--- config.mk ---
export PLATFORM = sky130hd
export DESIGN_NAME = fcs_lane
export DESIGN_NICKNAME = d
export VERILOG_FILES = /design/src/rtl/core/fcs_pkg.sv /design/src/rtl/core/fcs_lane.sv
export SDC_FILE = /design/constraint.sdc
export NUM_CORES = 1
export LEC_CHECK = 0
export ABC_AREA = 0
export BUFFER_PORTS_ARGS = -buffer_cell sky130_fd_sc_hd__buf_4
export CORE_AREA = 2 2 212 172
export DETAILED_ROUTE_END_ITERATION = 8
export DIE_AREA = 0 0 214 174
export MAX_ROUTING_LAYER = met4
export PLACE_DENSITY = 0.82
export SLEW_MARGIN = 20
export SYNTH_ARGS = -nofsm -noshare
export SYNTH_HDL_FRONTEND = slang
export SYNTH_SLANG_ARGS = --single-unit
--- constraint.sdc ---
create_clock -name clk -period 11.3 [get_ports clk]
set_clock_uncertainty 0.2 [all_clocks]
set_input_delay 0.565 -clock clk [delete_from_list [all_inputs] [get_ports clk]]
set_output_delay 0.565 -clock clk [all_outputs]
set_load 0.05 [all_outputs]
--- src/rtl/core/fcs_pkg.sv ---
// Package of the sensor smoother: widths, register indexes, scaling function.
// Used by every module of the block.
`timescale 1ns / 1ps
package fcs_pkg;
    localparam int CodeW = 12;
    localparam int ValW = 17;
    localparam int WeightW = 16;
    localparam int SumW = 24;
    localparam int NumLanes = 4;
    localparam int DefSampleCount = 100;
    localparam int DivSteps = 48;

    localparam int Shift4095 = 40;
    localparam logic [63:0] Recip4095 = ((64'd1 << Shift4095) + 64'd4094) / 64'd4095;
    localparam int Shift68250 = 48;
    localparam logic [63:0] Recip68250 = ((64'd1 << Shift68250) + 64'd68249) / 64'd68250;
    localparam int Shift40950 = 45;
    localparam logic [63:0] Recip40950 = ((64'd1 << Shift40950) + 64'd40949) / 64'd40950;

    localparam logic [63:0] ScvGain = 64'd16000 * Recip4095;
    localparam logic [63:0] ScvBias = 64'd2047 * Recip4095;
    localparam logic [63:0] SccGain = 64'd883712 * Recip68250;
    localparam logic [63:0] SccBias = 64'd34125 * Recip68250;
    localparam logic [63:0] FcvGain = 64'd166912 * Recip40950;
    localparam logic [63:0] FcvBias = 64'd20475 * Recip40950;
    localparam logic [63:0] FccGain = 64'd24576 * Recip4095;
    localparam logic [63:0] FccBias = 64'd2047 * Recip4095;

    typedef enum logic [2:0] {
        REG_TEMP_WEIGHT = 3'd0,
        REG_SCV_WEIGHT = 3'd1,
        REG_SCC_WEIGHT = 3'd2,
        REG_FCV_WEIGHT = 3'd3,
        REG_SCC_LIMIT = 3'd4
    } reg_idx_t;

    // Scaled value of one code, rounded as the smoothing input expects.
    function automatic logic signed [ValW-1:0] scale_code(input logic [1:0] ch,
                                                         input logic [CodeW-1:0] c);
        logic [63:0] q;
        logic signed [ValW+1:0] r;
        begin
            q = '0;
            r = '0;
            case (ch)
                2'd0:
                begin
                    q = ((64'(12'd4095 - c) * 64'd256 + 64'd7) * 64'd4473925) >> 26;
                    r = (q > 64'd65535) ? 19'sd65535 : 19'(q);
                end
                2'd1:
                begin
                    q = (64'(c) * ScvGain + ScvBias) >> Shift4095;
                    r = 19'(q);
                end
                2'd2:
                begin
                    q = (64'(c) * SccGain + SccBias) >> Shift68250;
                    r = 19'(q) - 19'sd25600;
                end
                default:
                begin
                    q = (64'(c) * FcvGain + FcvBias) >> Shift40950;
                    r = 19'(q);
                end
            endcase
            scale_code = r[ValW-1:0];
        end
    endfunction
endpackage

--- src/rtl/core/fcs_lane.sv ---
// One smoothing lane: holds the filtered value and divides by the weight serially.
// Depends on fcs_pkg.
`timescale 1ns / 1ps
module fcs_lane import fcs_pkg::*; (
    input  logic clk,
    input  logic rst_n,
    input  logic start,
    input  logic signed [ValW-1:0] x,
    input  logic [WeightW-1:0] weight,
    output logic done,
    output logic signed [ValW-1:0] filtered
);
    typedef enum logic [1:0] {S_IDLE, S_MUL, S_DIV} lane_state_t;
    lane_state_t state_reg;
    logic signed [ValW-1:0] filt_reg;
    logic [WeightW-1:0] k_reg;
    logic [DivSteps-1:0] num_reg;
    logic [WeightW:0] rem_reg;
    logic [DivSteps-1:0] quo_reg;
    logic neg_reg;
    logic [5:0] cnt_reg;
    logic done_reg;
    logic signed [ValW-1:0] x_reg;
    logic signed [40:0] prod;
    logic [40:0] mag;
    logic [WeightW:0] shifted;
    logic [WeightW:0] rem_next;
    logic ge;
    logic signed [ValW:0] res;

    always_comb
    begin
        prod = 41'(filt_reg) * $signed({25'd0, k_reg - 16'd256})
             + 41'(x_reg) * 41'sd256;
        mag = prod[40] ? 41'(-prod) : 41'(prod);
        shifted = {rem_reg[WeightW-1:0], num_reg[DivSteps-1]};
        ge = shifted >= {1'b0, k_reg};
        rem_next = ge ? shifted - {1'b0, k_reg} : shifted;
        res = neg_reg ? -$signed({1'b0, quo_reg[ValW-2:0], ge})
                      : $signed({1'b0, quo_reg[ValW-2:0], ge});
    end

    always_ff @(posedge clk or negedge rst_n)
    begin
        if (!rst_n)
        begin
            state_reg <= S_IDLE;
            filt_reg <= '0;
            done_reg <= 1'b0;
            cnt_reg <= '0;
        end
        else
        begin
            done_reg <= (state_reg == S_DIV) && (cnt_reg == 6'(DivSteps - 1));
            case (state_reg)
                S_IDLE:
                begin
                    if (start)
                    begin
                        x_reg <= x;
                        k_reg <= (weight < 16'd256) ? 16'd256 : weight;
                        state_reg <= S_MUL;
                    end
                end
                S_MUL:
                begin
                    neg_reg <= prod[40];
                    num_reg <= {7'd0, mag} + {32'd0, k_reg >> 1};
                    rem_reg <= '0;
                    quo_reg <= '0;
                    cnt_reg <= '0;
                    state_reg <= S_DIV;
                end
                S_DIV:
                begin
                    rem_reg <= rem_next;
                    num_reg <= {num_reg[DivSteps-2:0], 1'b0};
                    quo_reg <= {quo_reg[DivSteps-2:0], ge};
                    cnt_reg <= cnt_reg + 6'd1;
                    if (cnt_reg == 6'(DivSteps - 1))
                    begin
                        filt_reg <= res[ValW-1:0];
                        state_reg <= S_IDLE;
                    end
                end
                default: state_reg <= S_IDLE;
            endcase
        end
    end

    assign done = done_reg;
    assign filtered = filt_reg;
endmodule

# Word-level counts from Yosys, hierarchy flattened
# Index checks and enable logic that the tools add are counted.
[word_totals]
reg_bits = 140
latch_bits = 0
ramBits = 0
rom_bits = 0
input_bits = 36
out_inout_bits = 18
wordCells = 43
n_memories = 0
[op_classes]
n_addsub = 7
n_mul = 1
n_div = 0
n_lt_le_gt_ge = 2
eq_ne = 5
shifts = 0
muxes = 10
bitwise_logic = 0
reduce_logical = 8
[ops]
columns = ["cell", "n"]
rows = [
  ["48-bit one-hot mux with 2 select lines", 1],
  ["16-bit one-hot mux with 2 select lines", 2],
  ["41-bit by 15-bit adder with 42-bit output", 1],
  ["41-bit two-way mux", 1],
  ["35-bit negation with 41-bit output", 1],
  ["34-bit by 25-bit adder with 35-bit output", 1],
  ["17-bit by 17-bit multiplier with 34-bit output", 1],
  ["17-bit by 16-bit >= comparator with 1-bit output", 1],
  ["17-bit two-way mux", 1],
  ["17-bit negation", 1],
  ["16-bit by 9-bit < comparator with 1-bit output (second input constant)", 1],
  ["16-bit two-way mux", 1],
  ["16-bit subtractor", 1],
  ["16-bit by 9-bit subtractor with 16-bit output (second input constant)", 1],
  ["6-bit one-hot mux with 2 select lines", 1],
  ["2-bit AND reduction", 4],
  ["6-bit by 1-bit adder with 6-bit output (second input constant)", 1],
  ["6-bit equality test (second input constant)", 1],
  ["2-bit one-hot mux with 3 select lines", 1],
  ["2-bit two-way mux", 2],
  ["3-bit AND reduction", 1],
  ["2-bit by 1-bit equality test with 1-bit output (second input constant)", 1],
  ["2-bit equality test (second input constant)", 1],
  ["2-bit zero test", 1],
  ["other kinds (4)", 4],
]

# Logic depth before layout (Yosys ltp)
[depth]
word_depth = 7
mapped_depth = 45
ltp_nobuf = 40

# Least setup slack after synthesis
# OpenSTA, ideal clock, no wires.
[synth_path]
path_type = "register to register"
from = "reg k_reg[8]"
to = "reg num_reg[32] (data pin)"
setup_time_ns = 0.268
t_arrival_ns = 10.523
required_time_ns = 10.832
slack_ns = 0.309
stages_incl_launch_ff = 43
path_cell_list = "edfxtp_1 > inv_1 > clkbuf_1 > ha_1 > inv_1 > nor3_1 > xnor2_1 > clkbuf_1 > nand2_1 > fa_1 > inv_1 > fa_1 > fa_1 > fa_1 > fa_1 > inv_1 > fa_1 > inv_1 > (+7 left out) > nor2_1 > inv_1 > buf_1 > clkbuf_1 > o21ai_0 > xnor2_1 > ha_1 > a21oi_1 > nor2b_1 > a41oi_1 > o21ai_0 > or4_1 > a31oi_1 > or2_2 > nor3_2 > and4_1 > and3_1 > o31ai_2"
[synth_lines]
columns = ["element", "line_no", "rtl"]
rows = [
  ["start, declared", "fcs_lane.sv:16", "logic [WeightW-1:0] k_reg;"],
  ["start signal, assigned", "fcs_lane.sv:61", "k_reg <= (weight < 16'd256) ? 16'd256 : weight;"],
  ["16-bit by 9-bit subtractor with 16-bit output", "fcs_lane.sv:33", "prod = 41'(filt_reg) * $signed({25'd0, k_reg - 16'd256})"],
  ["17-bit by 17-bit multiplier with 34-bit output", "fcs_lane.sv:33", ""],
  ["34-bit by 25-bit adder with 35-bit output", "fcs_lane.sv:34", "+ 41'(x_reg) * 41'sd256;"],
  ["net prod[34]", "fcs_lane.sv:24", "logic signed [40:0] prod;"],
  ["41-bit two-way mux", "fcs_lane.sv:35", "mag = prod[40] ? 41'(-prod) : 41'(prod);"],
  ["41-bit by 15-bit adder with 42-bit output", "fcs_lane.sv:68", "num_reg <= {7'd0, mag} + {32'd0, k_reg >> 1};"],
  ["48-bit one-hot mux with 2 select lines", "fcs_lane.sv:55", "case (state_reg)"],
  ["end signal, assigned", "fcs_lane.sv:68", ""],
  ["end signal, assigned", "fcs_lane.sv:77", "num_reg <= {num_reg[DivSteps-2:0], 1'b0};"],
  ["end, declared", "fcs_lane.sv:17", "logic [DivSteps-1:0] num_reg;"],
]
# The timed path passes the listed nets, and every way through them passes these cells.
# A chain may end at the register's enable or synchronous reset.

# Worst setup path after layout
[layout_path]
from = "reg k_reg[8]"
to = "reg num_reg[32] (data pin)"
[layout_via]
elab_chain_len = 7
[layout_lines]
columns = ["element", "line_no"]
rows = [
  ["16-bit by 9-bit subtractor with 16-bit output", "fcs_lane.sv:33"],
  ["17-bit by 17-bit multiplier with 34-bit output", "fcs_lane.sv:33"],
  ["34-bit by 25-bit adder with 35-bit output", "fcs_lane.sv:34"],
  ["35-bit negation with 41-bit output", "fcs_lane.sv:35"],
  ["41-bit two-way mux", "fcs_lane.sv:35"],
  ["41-bit by 15-bit adder with 42-bit output *", "fcs_lane.sv:68"],
  ["48-bit one-hot mux with 2 select lines *", "fcs_lane.sv:55"],
]
# Mark *: on every way between the ends. The rest lies on a longest branch, timed or not.

==> out/results.ini <==
[run_status]
status = completed

[critical_path]
crit_path_end_kind = flip-flop
worst_ep_required_time_ns = 11.27
critical_path_peak_fanout = 17
critPathMostFrequentCell = sky130_fd_sc_hd__fa_1
critical_path.max_stage_delay_ns = 0.55
startpoint = k_reg[8]
reg2reg_launch_point = k_reg[8]
timing.critical_path.from_type = flip-flop
critPathArrivalTime_ns = 10.81
class_of_the_most_critical_setup_path = reg2reg
crit_path_top_delay_cell = sky130_fd_sc_hd__fa_1

[grt]
global_route_met3_usage_pct = 4.36
grt_use_met2_pct = 45.8
globalRoute.totalOverflow = 0
grt_antenna_before_repair = 0
grt_max_degree = 81
grt_busiest_layer = met2
grt.total_usage_pct = 29.0
groute.layer.met1.usage_pct = 38.1
vias_in_the_first_global_route = 16500
global_route_wire_length_before_repair_um = 83400

[timing]
slew-limit-headroom_pct = 26.1
min_period_over_period_pct = 95.9
tightest_slew_ns = 1.11
timing.final.max_slew_violations = 0
layout_min_cycle_time_ns = 10.84
max_freq_mhz = 92.3
timing.final.setup_violations = 0
report.final.hold_viol_count = 0

[logic_synthesis]
synth.yosys.warnings = 0
netlist_top_cells_area = sky130_fd_sc_hd__fa_1, sky130_fd_sc_hd__edfxtp_1, sky130_fd_sc_hd__inv_1
synth_enable_flop_cells = 114
synth_top_area_share_pct = 29.8
postSynthCellCount = 2208
ys_ff_latch = 140
nets_in_the_synthesized_netlist = 2682
netlist_area_sq_um = 20500
netlist.top_cell.by_area = sky130_fd_sc_hd__fa_1
post_synth_num_cell_types = 94
synth-seq-area-share_pct = 19.9
postSynth.asyncResetShare_pct = 18.6
synth_area_per_cell_sq_um = 9.29
postSynth.topFlopCell = sky130_fd_sc_hd__edfxtp_1

[route]
vias_per_cell = 5.69
drt_drc_violations_left = 0
drt-pass1-iter-count = 6
detailedRoute.firstIterationViolations = 1284
drt_wl_total_um = 49800
wl_cell_um = 18.3
vias = 15500
ant_nets = 0

[finish]
final_cell_mix = sky130_fd_sc_hd__inv_1, sky130_fd_sc_hd__fa_1, sky130_fd_sc_hd__nand2_1, sky130_fd_sc_hd__ha_1, sky130_fd_sc_hd__edfxtp_1
areaGrowthSynthToFinish_pct = 7.90
design.final.nets = 2707
leading_cell_type_in_the_layout_fill_and_taps_excluded = sky130_fd_sc_hd__inv_1
layout-drive-gt1-share_pct = 8.15
final-instance-count-excl-fill = 2727
final_core_utilization_pct = 62.7
largest_reg_flops = 48

[power]
pwr_density_cell_nw_per_um2 = 101
combinationalPowerShare_pct = 35.9
p_int_w = 0.00135
worst_ir_drop_vdd_uv = 94.1
p_sw_share_pct = 39.2
leakage_nw = 10.9
seqPwrFrac_pct = 36.9
clock_power_share_pct = 27.2
p_sw_w = 0.000873

[cts]
cts-root-buf = sky130_fd_sc_hd__clkbuf_16
worst_skew_pair.late_latency_ns = 0.45
cts_buffers = 17
clockBufferDepth = 2
clkSinkCount = 140
number_of_h_tree_levels = 4
cts_tree = yes
clkSlewWorstSetupHoldPaths_ns = 0.08

[worst_hold_path]
hp-start = x[7]
holdCritPathClass = in2reg

[place]
place_inst = 2692
dpl.hpwl_um = 39700
io_buffer_count = 53
routabilityCongestion = 0.950

[job]
maxCapViolCount = 0

[floorplanning]
fp-row-count = 62
io_pins = 54
floorplan.die.width_um = 214
core_area_sq_um = 35300
initial_utilization_pct = 58.1
chipHeight_um = 174
total_die_area_sq_um = 37200

==> final timing paths <==
path	slack, ns	endpoint	depth (start not counted)
setup / recovery	0.46	num_reg[32]	39
hold / removal	0.09	x_reg[7]	1
setup reg to reg	0.46	num_reg[32]	39
hold reg to reg	0.32	cnt_reg[0]	1
max in group asynchronous	10.20	filtered[15]	2
min in group asynchronous	0.40	filtered[0]	2
==> critical path, delay by kind of cell, from the launching register on <==
family / cells / cell delay (ns)
adders and majority gates: 9 / 4.14
DFF: 1 / 0.52
xor gates and xnor gates: 1 / 0.23
AOI/OAI and AO/OA: 13 / 2.85
buffers and inverters: 7 / 0.74
and+or+nand+nor: 9 / 1.84
==> per-layer routing <==
metal	routed length [um]	share of wire, %	vias to the layer above
met4	1810	3.6	0
li1	-	-	7088
met1	21400	43	7721
met3	3490	7.0	111
met2	23100	46	597
met5	0	0	-
==> cells by family after synthesis <==
family,count (synthesis),share of synthesized area (%)
buffers and inverters,537,10.0
and+or+nand+nor,659,16.5
DFF,140,19.9
AOI/OAI and AO/OA,311,10.4
adders and majority gates,438,37.9
muxes,9,0.464
xor gates and xnor gates,114,4.94
==> synth_stat cells, types with 26 or more instances <==
cell and instances:
sky130_fd_sc_hd__inv_1 451, sky130_fd_sc_hd__clkbuf_1 76, sky130_fd_sc_hd__nor2_1 52, sky130_fd_sc_hd__and2_1 102, sky130_fd_sc_hd__nor2b_1 50, sky130_fd_sc_hd__edfxtp_1 114, sky130_fd_sc_hd__xnor2_1 59, sky130_fd_sc_hd__nand2_1 291
sky130_fd_sc_hd__o21ai_0 73, sky130_fd_sc_hd__a21o_1 30, sky130_fd_sc_hd__fa_1 305, sky130_fd_sc_hd__ha_1 133, sky130_fd_sc_hd__dfrtp_1 26, sky130_fd_sc_hd__xor2_1 53, sky130_fd_sc_hd__a21oi_1 74
==> power by group through the flow <==
stage | clock [W] | sequential (W) | combinational [W]
floorplan | 0 | 0.000800 | 0.000597
global route | 0.000633 | 0.000836 | 0.000891
global placement | 0 | 0.000825 | 0.000752
detailed placement | 0 | 0.000831 | 0.000782
finish | 0.000605 | 0.000822 | 0.000801
CTS | 0.000613 | 0.000822 | 0.000791
==> layout make-up <==
type / instances / area, sq um
multi-input combinational: 1531 / 14400
fill: 2816 / 13200
sequential: 140 / 4070
inverter: 451 / 1690
timing repair buffer: 92 / 697
tap: 480 / 601
clock buffer: 17 / 425
clock inverter: 15 / 194
antenna: 1 / 2.50
==> per-stage QoR <==
stage                     cell area, sq um  setup WS (ns)  TNS [ns]  total power, W  hold WS [ns]
after floorplan                      20500          0.309         0         0.00140        0.0694
after global placement               21400          0.460         0         0.00158         0.294
after detailed placement             21400        0.00708         0         0.00161         0.310
after CTS                            22100         0.0780         0         0.00223        0.0701
after global routing                 22100        -0.0413   -0.0937         0.00236        0.0709
final                                22100          0.464         0         0.00223        0.0854
==> repair_timing <==
action                                  in CTS  in global routing
cloned                                       0                  0
hold buffers                                 1                  0
buffers inserted                             0                  1
endpoints found under the setup margin       3                 18
resized for setup                            1                 12
pin swaps                                    0                  1
endpoints found under the hold margin       26                  0
Power figures use the tool's default switching activity.
