### config.mk
export PLATFORM = sky130hd
export DESIGN_NAME = fcs_block_avg
export DESIGN_NICKNAME = d
export VERILOG_FILES = /design/src/rtl/core/fcs_pkg.sv /design/src/rtl/core/fcs_block_avg.sv
export SDC_FILE = /design/constraint.sdc
export NUM_CORES = 1
export LEC_CHECK = 0
export BUFFER_PORTS_ARGS = -buffer_cell sky130_fd_sc_hd__buf_2
export CORE_UTILIZATION = 45
export CTS_CLUSTER_DIAMETER = 60
export DETAILED_ROUTE_END_ITERATION = 10
export RECOVER_POWER = 100
export SYNTH_ARGS = -nofsm -noshare
export SYNTH_HDL_FRONTEND = slang
export SYNTH_SLANG_ARGS = --single-unit
### constraint.sdc
create_clock -name clk -period 26.8 [get_ports clk]
set_input_delay 4.02 -clock clk [delete_from_list [all_inputs] [get_ports clk]]
set_output_delay 4.02 -clock clk [all_outputs]
set_load 0.03 [all_outputs]
### src/rtl/core/fcs_pkg.sv
// Package of the sensor smoother: widths, register indexes, scaling function.
// Used by every module of the block.
`timescale 1ns / 1ps
package fcs_pkg;
    localparam int CodeW = 12;
    localparam int ValW = 17;
    localparam int WeightW = 16;
    localparam int SumW = 24;
    localparam int NumLanes = 4;
    localparam int DefSampleCount = 100;
    localparam int DivSteps = 48;

    localparam int Shift4095 = 40;
    localparam logic [63:0] Recip4095 = ((64'd1 << Shift4095) + 64'd4094) / 64'd4095;
    localparam int Shift68250 = 48;
    localparam logic [63:0] Recip68250 = ((64'd1 << Shift68250) + 64'd68249) / 64'd68250;
    localparam int Shift40950 = 45;
    localparam logic [63:0] Recip40950 = ((64'd1 << Shift40950) + 64'd40949) / 64'd40950;

    localparam logic [63:0] ScvGain = 64'd16000 * Recip4095;
    localparam logic [63:0] ScvBias = 64'd2047 * Recip4095;
    localparam logic [63:0] SccGain = 64'd883712 * Recip68250;
    localparam logic [63:0] SccBias = 64'd34125 * Recip68250;
    localparam logic [63:0] FcvGain = 64'd166912 * Recip40950;
    localparam logic [63:0] FcvBias = 64'd20475 * Recip40950;
    localparam logic [63:0] FccGain = 64'd24576 * Recip4095;
    localparam logic [63:0] FccBias = 64'd2047 * Recip4095;

    typedef enum logic [2:0] {
        REG_TEMP_WEIGHT = 3'd0,
        REG_SCV_WEIGHT = 3'd1,
        REG_SCC_WEIGHT = 3'd2,
        REG_FCV_WEIGHT = 3'd3,
        REG_SCC_LIMIT = 3'd4
    } reg_idx_t;

    // Scaled value of one code, rounded as the smoothing input expects.
    function automatic logic signed [ValW-1:0] scale_code(input logic [1:0] ch,
                                                         input logic [CodeW-1:0] c);
        logic [63:0] q;
        logic signed [ValW+1:0] r;
        begin
            q = '0;
            r = '0;
            case (ch)
                2'd0:
                begin
                    q = ((64'(12'd4095 - c) * 64'd256 + 64'd7) * 64'd4473925) >> 26;
                    r = (q > 64'd65535) ? 19'sd65535 : 19'(q);
                end
                2'd1:
                begin
                    q = (64'(c) * ScvGain + ScvBias) >> Shift4095;
                    r = 19'(q);
                end
                2'd2:
                begin
                    q = (64'(c) * SccGain + SccBias) >> Shift68250;
                    r = 19'(q) - 19'sd25600;
                end
                default:
                begin
                    q = (64'(c) * FcvGain + FcvBias) >> Shift40950;
                    r = 19'(q);
                end
            endcase
            scale_code = r[ValW-1:0];
        end
    endfunction
endpackage

### src/rtl/core/fcs_block_avg.sv
// Latches, sums and block-averages the cell current channel.
// Depends on fcs_pkg.
`timescale 1ns / 1ps
module fcs_block_avg import fcs_pkg::*; #(
    parameter int SAMPLE_COUNT = DefSampleCount
) (
    input  logic clk,
    input  logic rst_n,
    input  logic step,
    input  logic [CodeW-1:0] code,
    input  logic code_ready,
    output logic signed [ValW-1:0] value,
    output logic updated
);
    localparam int AvgShift = 33;
    localparam logic [63:0] AvgRecip =
        ((64'd1 << AvgShift) + 64'(SAMPLE_COUNT) - 64'd1) / 64'(SAMPLE_COUNT);

    logic [CodeW-1:0] latch_reg;
    logic [SumW-1:0] sum_reg;
    logic [7:0] count_reg;
    logic signed [ValW-1:0] value_reg;
    logic updated_reg;
    logic [CodeW-1:0] avg_reg;
    logic calc_reg;
    logic [CodeW-1:0] lc;
    logic [SumW-1:0] sum_new;
    logic [7:0] cnt_new;
    logic block_end;
    logic [63:0] avg;
    logic [63:0] scaled;
    logic signed [ValW+1:0] v;

    always_comb
    begin
        lc = code_ready ? code : latch_reg;
        sum_new = sum_reg + SumW'(lc);
        cnt_new = count_reg + 8'd1;
        block_end = cnt_new >= 8'(SAMPLE_COUNT);
        avg = (64'(sum_new) * AvgRecip) >> AvgShift;
        scaled = (64'(avg_reg) * FccGain + FccBias) >> Shift4095;
        v = 19'(scaled) - 19'sd12288;
        if (v > 19'sd65535)
        begin
            v = 19'sd65535;
        end
    end

    always_ff @(posedge clk or negedge rst_n)
    begin
        if (!rst_n)
        begin
            latch_reg <= '0;
            sum_reg <= '0;
            count_reg <= '0;
            value_reg <= '0;
            updated_reg <= 1'b0;
            avg_reg <= '0;
            calc_reg <= 1'b0;
        end
        else
        begin
            calc_reg <= step && block_end;
            if (calc_reg)
            begin
                value_reg <= v[ValW-1:0];
            end
            if (step)
            begin
                latch_reg <= lc;
                if (block_end)
                begin
                    sum_reg <= '0;
                    count_reg <= '0;
                    avg_reg <= avg[CodeW-1:0];
                    updated_reg <= 1'b1;
                end
                else
                begin
                    sum_reg <= sum_new;
                    count_reg <= cnt_new;
                    updated_reg <= 1'b0;
                end
            end
        end
    end

    assign value = value_reg;
    assign updated = updated_reg;
endmodule

======== After elaboration in Yosys (flattened, before gate mapping) ========
Index checks and enable logic that the tools add are counted.
word-level totals
  input bits .............................. 16
  output and inout port bits .............. 18
  word-level logic and storage cells ...... 22
  register bits after elaboration ......... 75
operators by class
  muxes and demuxes ....................... 5
  reductions and logical operators ........ 2
  $add $sub $neg .......................... 4
  order comparisons ....................... 2
  $mul .................................... 2
operators with widths
  kind                                                  count
  adder 55 x 39 -> 56 bit (second input constant)       1
  multiplier 24 x 26 -> 44 bit (second input constant)  1
  multiplier 12 x 30 -> 42 bit (second input constant)  1
  adder 24 x 12 -> 24 bit                               1
  2-to-1 mux 24 bit                                     1
  > comparator 17 bit (second input constant)           1
  2-to-1 mux 17 bit                                     1
  subtractor 16 x 14 -> 17 bit (second input constant)  1
  2-to-1 mux 12 bit                                     1
  adder 8 x 1 -> 8 bit (second input constant)          1
  >= comparator 8 x 7 -> 1 bit (second input constant)  1
  2-to-1 mux 8 bit                                      1
  AND reduction 2 bit                                   1
  logical AND 1 bit                                     1
  2-to-1 mux 1 bit                                      1

======== Longest topological paths before layout ========
Gate-level depths: netlist of run 1.
  depth in word-level cells ............... 5
  gate-level depth with buffers ........... 37
  gate-level depth less buffers ........... 36

======== Least setup slack after synthesis of run 1 ========
Ideal clock, no wire load.
  kind .................................... input to register
  start point ............................. input code_ready
  end point ............................... register avg_reg[10]
  data required time ...................... 26.717 ns
  arrival ................................. 12.991 ns
  slack ................................... 13.726 ns
  buffers on the path ..................... 1
  cell stages on the path ................. 36
  library setup time ...................... 0.083 ns
  cell sequence ........................... buf_1 > mux2_2 > ha_1 > fa_1 > a21o_1 > a21oi_1 > o21ai_0 > a21oi_1 > o21ai_0 > a41oi_1 > a21oi_1 > and3_1 > xor2_1 > inv_1 > fa_1 > inv_1 > fa_1 > inv_1 > fa_1 > fa_1 > inv_1 > fa_1 > inv_1 > fa_1 > fa_1 > ha_1 > nand4_1 > nor2_1 > o221ai_1 > a211oi_1 > a21oi_1 > o211a_1 > o31ai_1 > o41ai_1 > xor2_1 > o21ai_0
between the ends
  word-level cells in the longest chain between the ends .. 3
ends and longest elaborated chain
  item                          line                 source
  start, declared               fcs_block_avg.sv:11  input logic code_ready,
  2-to-1 mux 12 bit             fcs_block_avg.sv:36  lc = code_ready ? code : latch_reg;
  via lc[0]                     fcs_block_avg.sv:26  logic [CodeW-1:0] lc;
  adder 24 x 12 -> 24 bit       fcs_block_avg.sv:37  sum_new = sum_reg + SumW'(lc);
  multiplier 24 x 26 -> 44 bit  fcs_block_avg.sv:40  avg = (64'(sum_new) * AvgRecip) >> AvgShift;
  end signal, assigned          fcs_block_avg.sv:75  avg_reg <= avg[CodeW-1:0];
  end, declared                 fcs_block_avg.sv:24  logic [CodeW-1:0] avg_reg;
The timed path passes the listed nets, and every way through them passes these cells.
A chain may end at the register's enable or synchronous reset.

======== Worst setup path in the final report of run 1 ========
Ends and elaborated chain as after synthesis.

==> summary.txt, run 1 <==
Clock network
  – Post_cts resized: 0
  – CTS Root Cell: clkbuf_16
  – Clock slew at reported path FFs: 0.06 ns
  – CTS Sinks: 75
  – Clk buf depth: 2
  – H-tree depth: 3
  – Num CTS Buffers: 9
  – Clk_lat worst skew: 0.35 ns
  – CTS Hold Bufs: 0
  – CTS tree: done
  – Setup Buffers After CTS: 0

Cells and area
  – Max reg flops: 24
  – FILL cells: 3390
  – Layout cells sized above 1: 4.79%
  – Finished Cell Area: 17500 sq um
  – Layout net count: 2347
  – Area Overhead vs Synth: 5.21%
  – N_diodes: 0
  – Final Util: 48.6%

Synthesis
  – Ys async rst share: 100%
  – Ys flop type: dfrtp_1
  – Unique cell type count in the Yosys netlist: 93
  – Number of flops mapped to enable cells by yosys: 0
  – Syn Area/Cell: 9.32 sq um
  – Mapped Cells: 1781
  – Synth top area share: 26.5%
  – Top-count cell post-synth: inv_1
  – Synth area leaders: fa_1 (27%), ha_1 (24%), dfrtp_1 (11%)
  – Yosys warns: 0
  – Seq/Total Area, Yosys: 11.3%
  – Synth Cell Area: 16600 sq um
  – Register bit total from synthesis: 75
  – Synthesized Nets: 2336
  – Area leader, netlist: fa_1
  – Top cells by count, synth: inv_1 (370), ha_1 (319), fa_1 (220)

Global route
  – Pin count of the biggest net entering global routing: 70
  – Antenna violations before repair: 0
  – GR Overflow Total: 0
  – GRT Max-Usage Layer: met1
  – Number of global-route vias before repair: 12500
  – First-pass GRT wire length: 69200 um
  – Met1 GRT Util: 36.9%
  – GRT Resource Usage Total: 23.4%
  – Grt met2 use: 33.8%
  – Met3 Resource Use GR: 3.51%

Placement
  – Port buffer count: 33
  – GP Congestion: 0.943
  – Cell Area, Placed: 17200 sq um
  – Detailed placement HPWL: 35800 um

Floorplanning
  – Initial Util: 46.2%
  – Die area: 37700 sq um
  – Rows: 69
  – Die X: 194 um
  – Core area: 35900 sq um
  – Boundary pin count: 34
  – Die Ht: 194 um

STA
  – Final setup viols: 0
  – Unrepaired setup endpoints after global routing: no
  – Max Transition Viols Final: 108
  – Relative slew slack: -162%
  – Final hold vios: 0
  – TNS Setup: 0 ns
  – Fmax: 0.0704 GHz
  – Clk_skew: 0.00770 ns
  – Final Critical Period: 14.20 ns
  – Final Cycle Share: 53.0%
  – Worst-margin pin slew: 3.93 ns

Critical path
  – Startpoint types: input port
  – Critical path depth in cells: 36
  – Crit-path leading delay family: adder cells
  – Slowest-stage cell, CP: fa_1
  – Crit path top cell by count: fa_1
  – Setup crit end kind: flip-flop
  – R2R depth: 35
  – Crit-path max FO: 12
  – Max incr delay on CP: 0.63 ns
  – Worst Path Required: 27.05 ns
  – Number of buffers and inverters on the critical path: 6
  – Worst Path Arrival: 14.46 ns
  – Critical setup path kind: input port to flip-flop

Outcome
  – Status: finished with violations
  – Failing checks: capacitance limit, slew limit

Drt
  – Via count: 12500
  – Vias per cell: 5.53
  – Routed len/inst: 18.5 um
  – Final WL: 41700 um
  – Initial DRC Count: 928
  – Post-route ant nets: 0
  – DRC Markers: 0
  – Drt pass-1 iters: 5

Hold path
  – Min-Delay Path Class: flip-flop to flip-flop
  – WHS Path Cells: 1

Job
  – Maxcap violations: 2
==> stage by stage <==
stage,setup slack (ns),std cells,hold WS (ns)
after global placement,12.88,2242,0.462
after CTS,12.98,2258,0.482
after floorplan,13.73,1781,0.461
after detailed placement,12.66,2242,0.469
final,12.60,2258,0.480
after global routing,11.95,2258,0.506
==> final cells by class <==
cell class | instances | area, sq um | area share [%]
flip-flops and latches | 75 | 1880 | 10.7
repair buffers | 44 | 214 | 1.22
clock buffers | 9 | 225 | 1.29
inverters | 371 | 1390 | 7.97
clock inverters | 7 | 75.1 | 0.430
well taps | 461 | 577 | 3.30
multi-input cells | 1291 | 13100 | 75.0
==> cell families (layout without fill, tap and decap cells) <==
family | count (synthesis) | count (layout) | share of synthesized area [%]
multiplexers | 20 | 20 | 1.33
buffers and inverters | 415 | 431 | 9.75
XOR/XNOR | 60 | 60 | 3.16
AND/OR/NAND/NOR | 364 | 364 | 11.0
adder cells (fa/ha/maj) | 539 | 539 | 50.6
flip-flops | 75 | 75 | 11.3
AO/OA/AOI/OAI | 308 | 308 | 12.9
==> cells in the final DEF (no fill, tap or decap), drive strengths merged, types with 13 or more instances in the layout <==
master / count
inv: 372
buf: 21
o31ai: 14
a21oi: 75
o21ai: 63
or2: 13
nor3: 27
o2bb2ai: 15
mux2: 16
ha: 319
nand4: 20
clkbuf: 32
nor2: 97
dfrtp: 75
xnor2: 29
nand2: 87
fa: 220
nand3: 37
and3: 20
a211oi: 23
a21o: 22
xor2: 31
==> metal layers <==
layer	share of wire, %	wire length, um	up-vias
li1	-	-	5983
met1	51	21200	6175
met2	43	17900	298
met3	5.3	2200	26
met4	0.88	368	0
met5	0	0	-
==> worst paths after layout <==
path,startpoint,to,slack [ns]
hold reg to reg,updated,updated,0.48
setup / recovery,code_ready,avg_reg[10],12.60
min in group asynchronous,rst_n,value[2],3.55
hold / removal,updated,updated,0.48
setup reg to reg,latch_reg[0],avg_reg[10],16.48
max in group asynchronous,rst_n,latch_reg[7],19.20
Power of run 1 is not shown: default switching activity piles up to over one toggle a cycle in this logic, so the estimate is an artifact.
==> run 2: changes to the inputs <==
--- a/config.mk
+++ b/config.mk
@@ -5,6 +5,7 @@
 export SDC_FILE = /design/constraint.sdc
 export NUM_CORES = 1
 export LEC_CHECK = 0
+export ABC_AREA = 1
 export BUFFER_PORTS_ARGS = -buffer_cell sky130_fd_sc_hd__buf_2
 export CORE_UTILIZATION = 45
 export CTS_CLUSTER_DIAMETER = 60
==> constraint.sdc (replaced) <==
create_clock -name clk -period 13.05 [get_ports clk]
set_input_delay 1.9575 -clock clk [delete_from_list [all_inputs] [get_ports clk]]
set_output_delay 1.9575 -clock clk [all_outputs]
set_load 0.03 [all_outputs]
==> run 2 against run 1 <==
  * The flow still finishes with violations (capacitance limit, slew limit)
  * Clock skew up 0.0015 ns
  * Sequential share of layout area down 0.71 points
  * Synthesized cell count is 28% higher
  * Worst hold slack barely moved
  * Synthesized area grew 6.6%
  * First-iteration DRC count fell by 1.4%
  * Worst setup slack worse by 11 ns
  * Clock-buffer cell count did not move
  * Non-clock buffer count fell by 5
  * Wire length up 15%
  * Flip-flop and latch count is the same
  * Critical path type unchanged
  * Critical endpoint unchanged
  * Largest cell class unchanged
==> summary.txt, run 2 <==
Cells and area
  – Layout net count: 2871 (+22%)
  – Highest-count cells in the layout ignoring fill and taps: inv_1 (551), nand2_1 (482), ha_1 (319)
  – Register area: 1880 sq um (unchanged)
  – Max reg flops: 24 (unchanged)
  – Layout cells sized above 1: 4.74% (-0.046 points)
  – FILL cells: 3934 (+16%)
  – Area Overhead vs Synth: 5.68%
  – Area of the multi-input gates: 13600 sq um (+3.6%)
  – Commonest non-fill, non-tap cell in the layout: inv_1
  – N_diodes: 0 (unchanged)

STA
  – Worst-margin pin slew: 4.01 ns (+0.0793 ns)
  – TNS Setup: 0 ns (unchanged)
  – Unrepaired setup endpoints after global routing: no
  – Relative slew slack: -167% (-5.3 points)
  – Fmax: 0.0888 GHz
  – Final Cycle Share: 86.3%
  – Final Critical Period: 11.26 ns
  – Final setup viols: 0 (unchanged)
  – Final hold vios: 0 (unchanged)
  – Clk_skew: 0.00921 ns (+0.00150 ns)
  – Max Transition Viols Final: 118 (+9.3%)

Clock network
  – Num CTS Buffers: 9 (unchanged)
  – CTS Sinks: 75 (unchanged)
  – Setup Buffers After CTS: 0 (unchanged)
  – CTS tree: done
  – Clk_lat worst skew: 0.36 ns (about the same)
  – Post_cts resized: 0 (unchanged)
  – CTS Hold Bufs: 0 (unchanged)
  – CTS Root Cell: clkbuf_16
  – Clock slew at reported path FFs: 0.06 ns (about the same)
  – Clk buf depth: 2 (unchanged)
  – H-tree depth: 3 (unchanged)

Critical path
  – Crit-path max FO: 24 (+12)
  – Critical setup path kind: input port to flip-flop
  – Crit path top cell by count: nand2_1
  – Slowest-stage cell, CP: xor2_1
  – Worst reg2reg setup slack: 3.76 ns (-12.72 ns)
  – Worst Path Arrival: 11.50 ns (-2.96 ns)
  – Max incr delay on CP: 0.70 ns (+0.07 ns)
  – Setup crit end kind: flip-flop
  – Worst Path Required: 13.29 ns (-13.76 ns)
  – Startpoint types: input port

Drt
  – Post-route ant nets: 0 (unchanged)
  – Via count: 14400 (+15%)
  – Vias per cell: 5.06 (-8.5%)
  – Drt pass-1 iters: 5 (unchanged)
  – DRC Markers: 0 (unchanged)
  – Final WL: 47900 um (+15%)
  – Initial DRC Count: 915 (-1.4%)
  – Routed len/inst: 16.9 um (-8.6%)

Synthesis
  – Synth Cell Area: 17700 sq um (+6.6%)
  – Register bit total from synthesis: 75 (unchanged)
  – Synth area leaders: fa_1 (25%), ha_1 (23%), inv_1 (12%)
  – Top-count cell post-synth: inv_1
  – Seq/Total Area, Yosys: 10.6% (-0.70 points)
  – Unique cell type count in the Yosys netlist: 50 (-46%)
  – Mapped Cells: 2282 (+28%)
  – Ys flop type: dfrtp_1
  – Yosys warns: 0 (unchanged)
  – Syn Area/Cell: 7.75 sq um (-17%)
  – Number of flops mapped to enable cells by yosys: 0 (unchanged)
  – Synth top area share: 24.9% (-1.6 points)
  – Synthesized Nets: 2837 (+21%)
  – Top cells by count, synth: inv_1 (551), nand2_1 (481), ha_1 (319)
  – Area leader, netlist: fa_1
  – Ys async rst share: 100% (unchanged)

Global route
  – Number of global-route vias before repair: 14400 (+15%)
  – Antenna violations before repair: 0 (unchanged)
  – GRT Resource Usage Total: 24.9% (+1.6 points)
  – Pin count of the biggest net entering global routing: 71 (+1.4%)
  – First-pass GRT wire length: 78100 um (+13%)
  – GR Overflow Total: 0 (unchanged)

Floorplanning
  – Core area: 38700 sq um (+7.9%)
  – Initial Util: 45.7% (-0.56 points)
  – Rows: 72 (+4.3%)
  – Die Ht: 200 um (+3.2%)
  – Die area: 40100 sq um (+6.5%)
  – Die X: 200 um (+3.2%)
  – Boundary pin count: 34 (unchanged)

Placement
  – Port buffer count: 33 (unchanged)
  – GP Congestion: 0.955 (+1.2%)
  – Detailed placement HPWL: 42500 um (+19%)

Outcome
  – Failing checks: capacitance limit, slew limit
  – Status: finished with violations

Hold path
  – Min-Delay Path Class: flip-flop to flip-flop

Job
  – Maxcap violations: 2 (unchanged)
-- run 2: routing by layer --
layer  vias up  wire [um]  track usage [%]
met5         -          0                0
met4         0        736             4.88
met3        41       2820             4.05
met2       349      20100             36.4
met1      6822      24300             38.6
li1       7144          -                -
-- run 2: metrics by stage --
| stage | util [%] | instance area (sq um) | setup WS [ns] | std cells | hold slack (ns) |
|---|---|---|---|---|---|
| after floorplan | - | 17700 | 3.47 | 2282 | 0.455 |
| after detailed placement | 47.7 | 18500 | 2.22 | 2823 | 0.461 |
| after global placement | 47.7 | 18500 | 2.37 | 2823 | 0.459 |
| after global routing | 48.3 | 18700 | 1.13 | 2839 | 0.494 |
| after CTS | 48.4 | 18800 | 2.57 | 2839 | 0.479 |
| final | 48.3 | 18700 | 1.79 | 2839 | 0.480 |
-- run 2: kinds of logic after synthesis --
| family | synth area share, % |
|---|---|
| AO/OA/AOI/OAI | 7.27 |
| XOR/XNOR | 2.18 |
| adder cells (fa/ha/maj) | 47.4 |
| AND/OR/NAND/NOR | 20.1 |
| buffers and inverters | 12.4 |
| flip-flops | 10.6 |
-- run 2: path summary, 6_finish.rpt --
path | startpoint | endpoint | cells after the start
worst max-delay path | code_ready | avg_reg[10] | 36
worst min-delay path | value[2] | value[2] | 2
worst max register to register | latch_reg[2] | avg_reg[10] | 36
worst min register to register | value[2] | value[2] | 2
max in group asynchronous | rst_n | sum_reg[6] | 2
min in group asynchronous | rst_n | value[3] | 1
-- run 2: cell type report --
cell class | count | area share [%]
Timing Repair Buffer | 39 | 0.963
Sequential cell | 75 | 10.0
Clock buffer | 9 | 1.20
Clock inverter | 7 | 0.321
Multi-Input combinational cell | 1625 | 72.7
Inverter | 566 | 11.4
Tap cell | 518 | 3.47
-- run 2: worst max-delay path: cells and delay by family --
kind / cells / cell delay, ns
AND/OR/NAND/NOR: 12 / 1.68
XOR/XNOR: 1 / 0.70
adder cells (fa/ha/maj): 9 / 4.31
buffers and inverters: 6 / 1.15
AO/OA/AOI/OAI: 8 / 1.69
Power of run 2 is left out for the same reason.
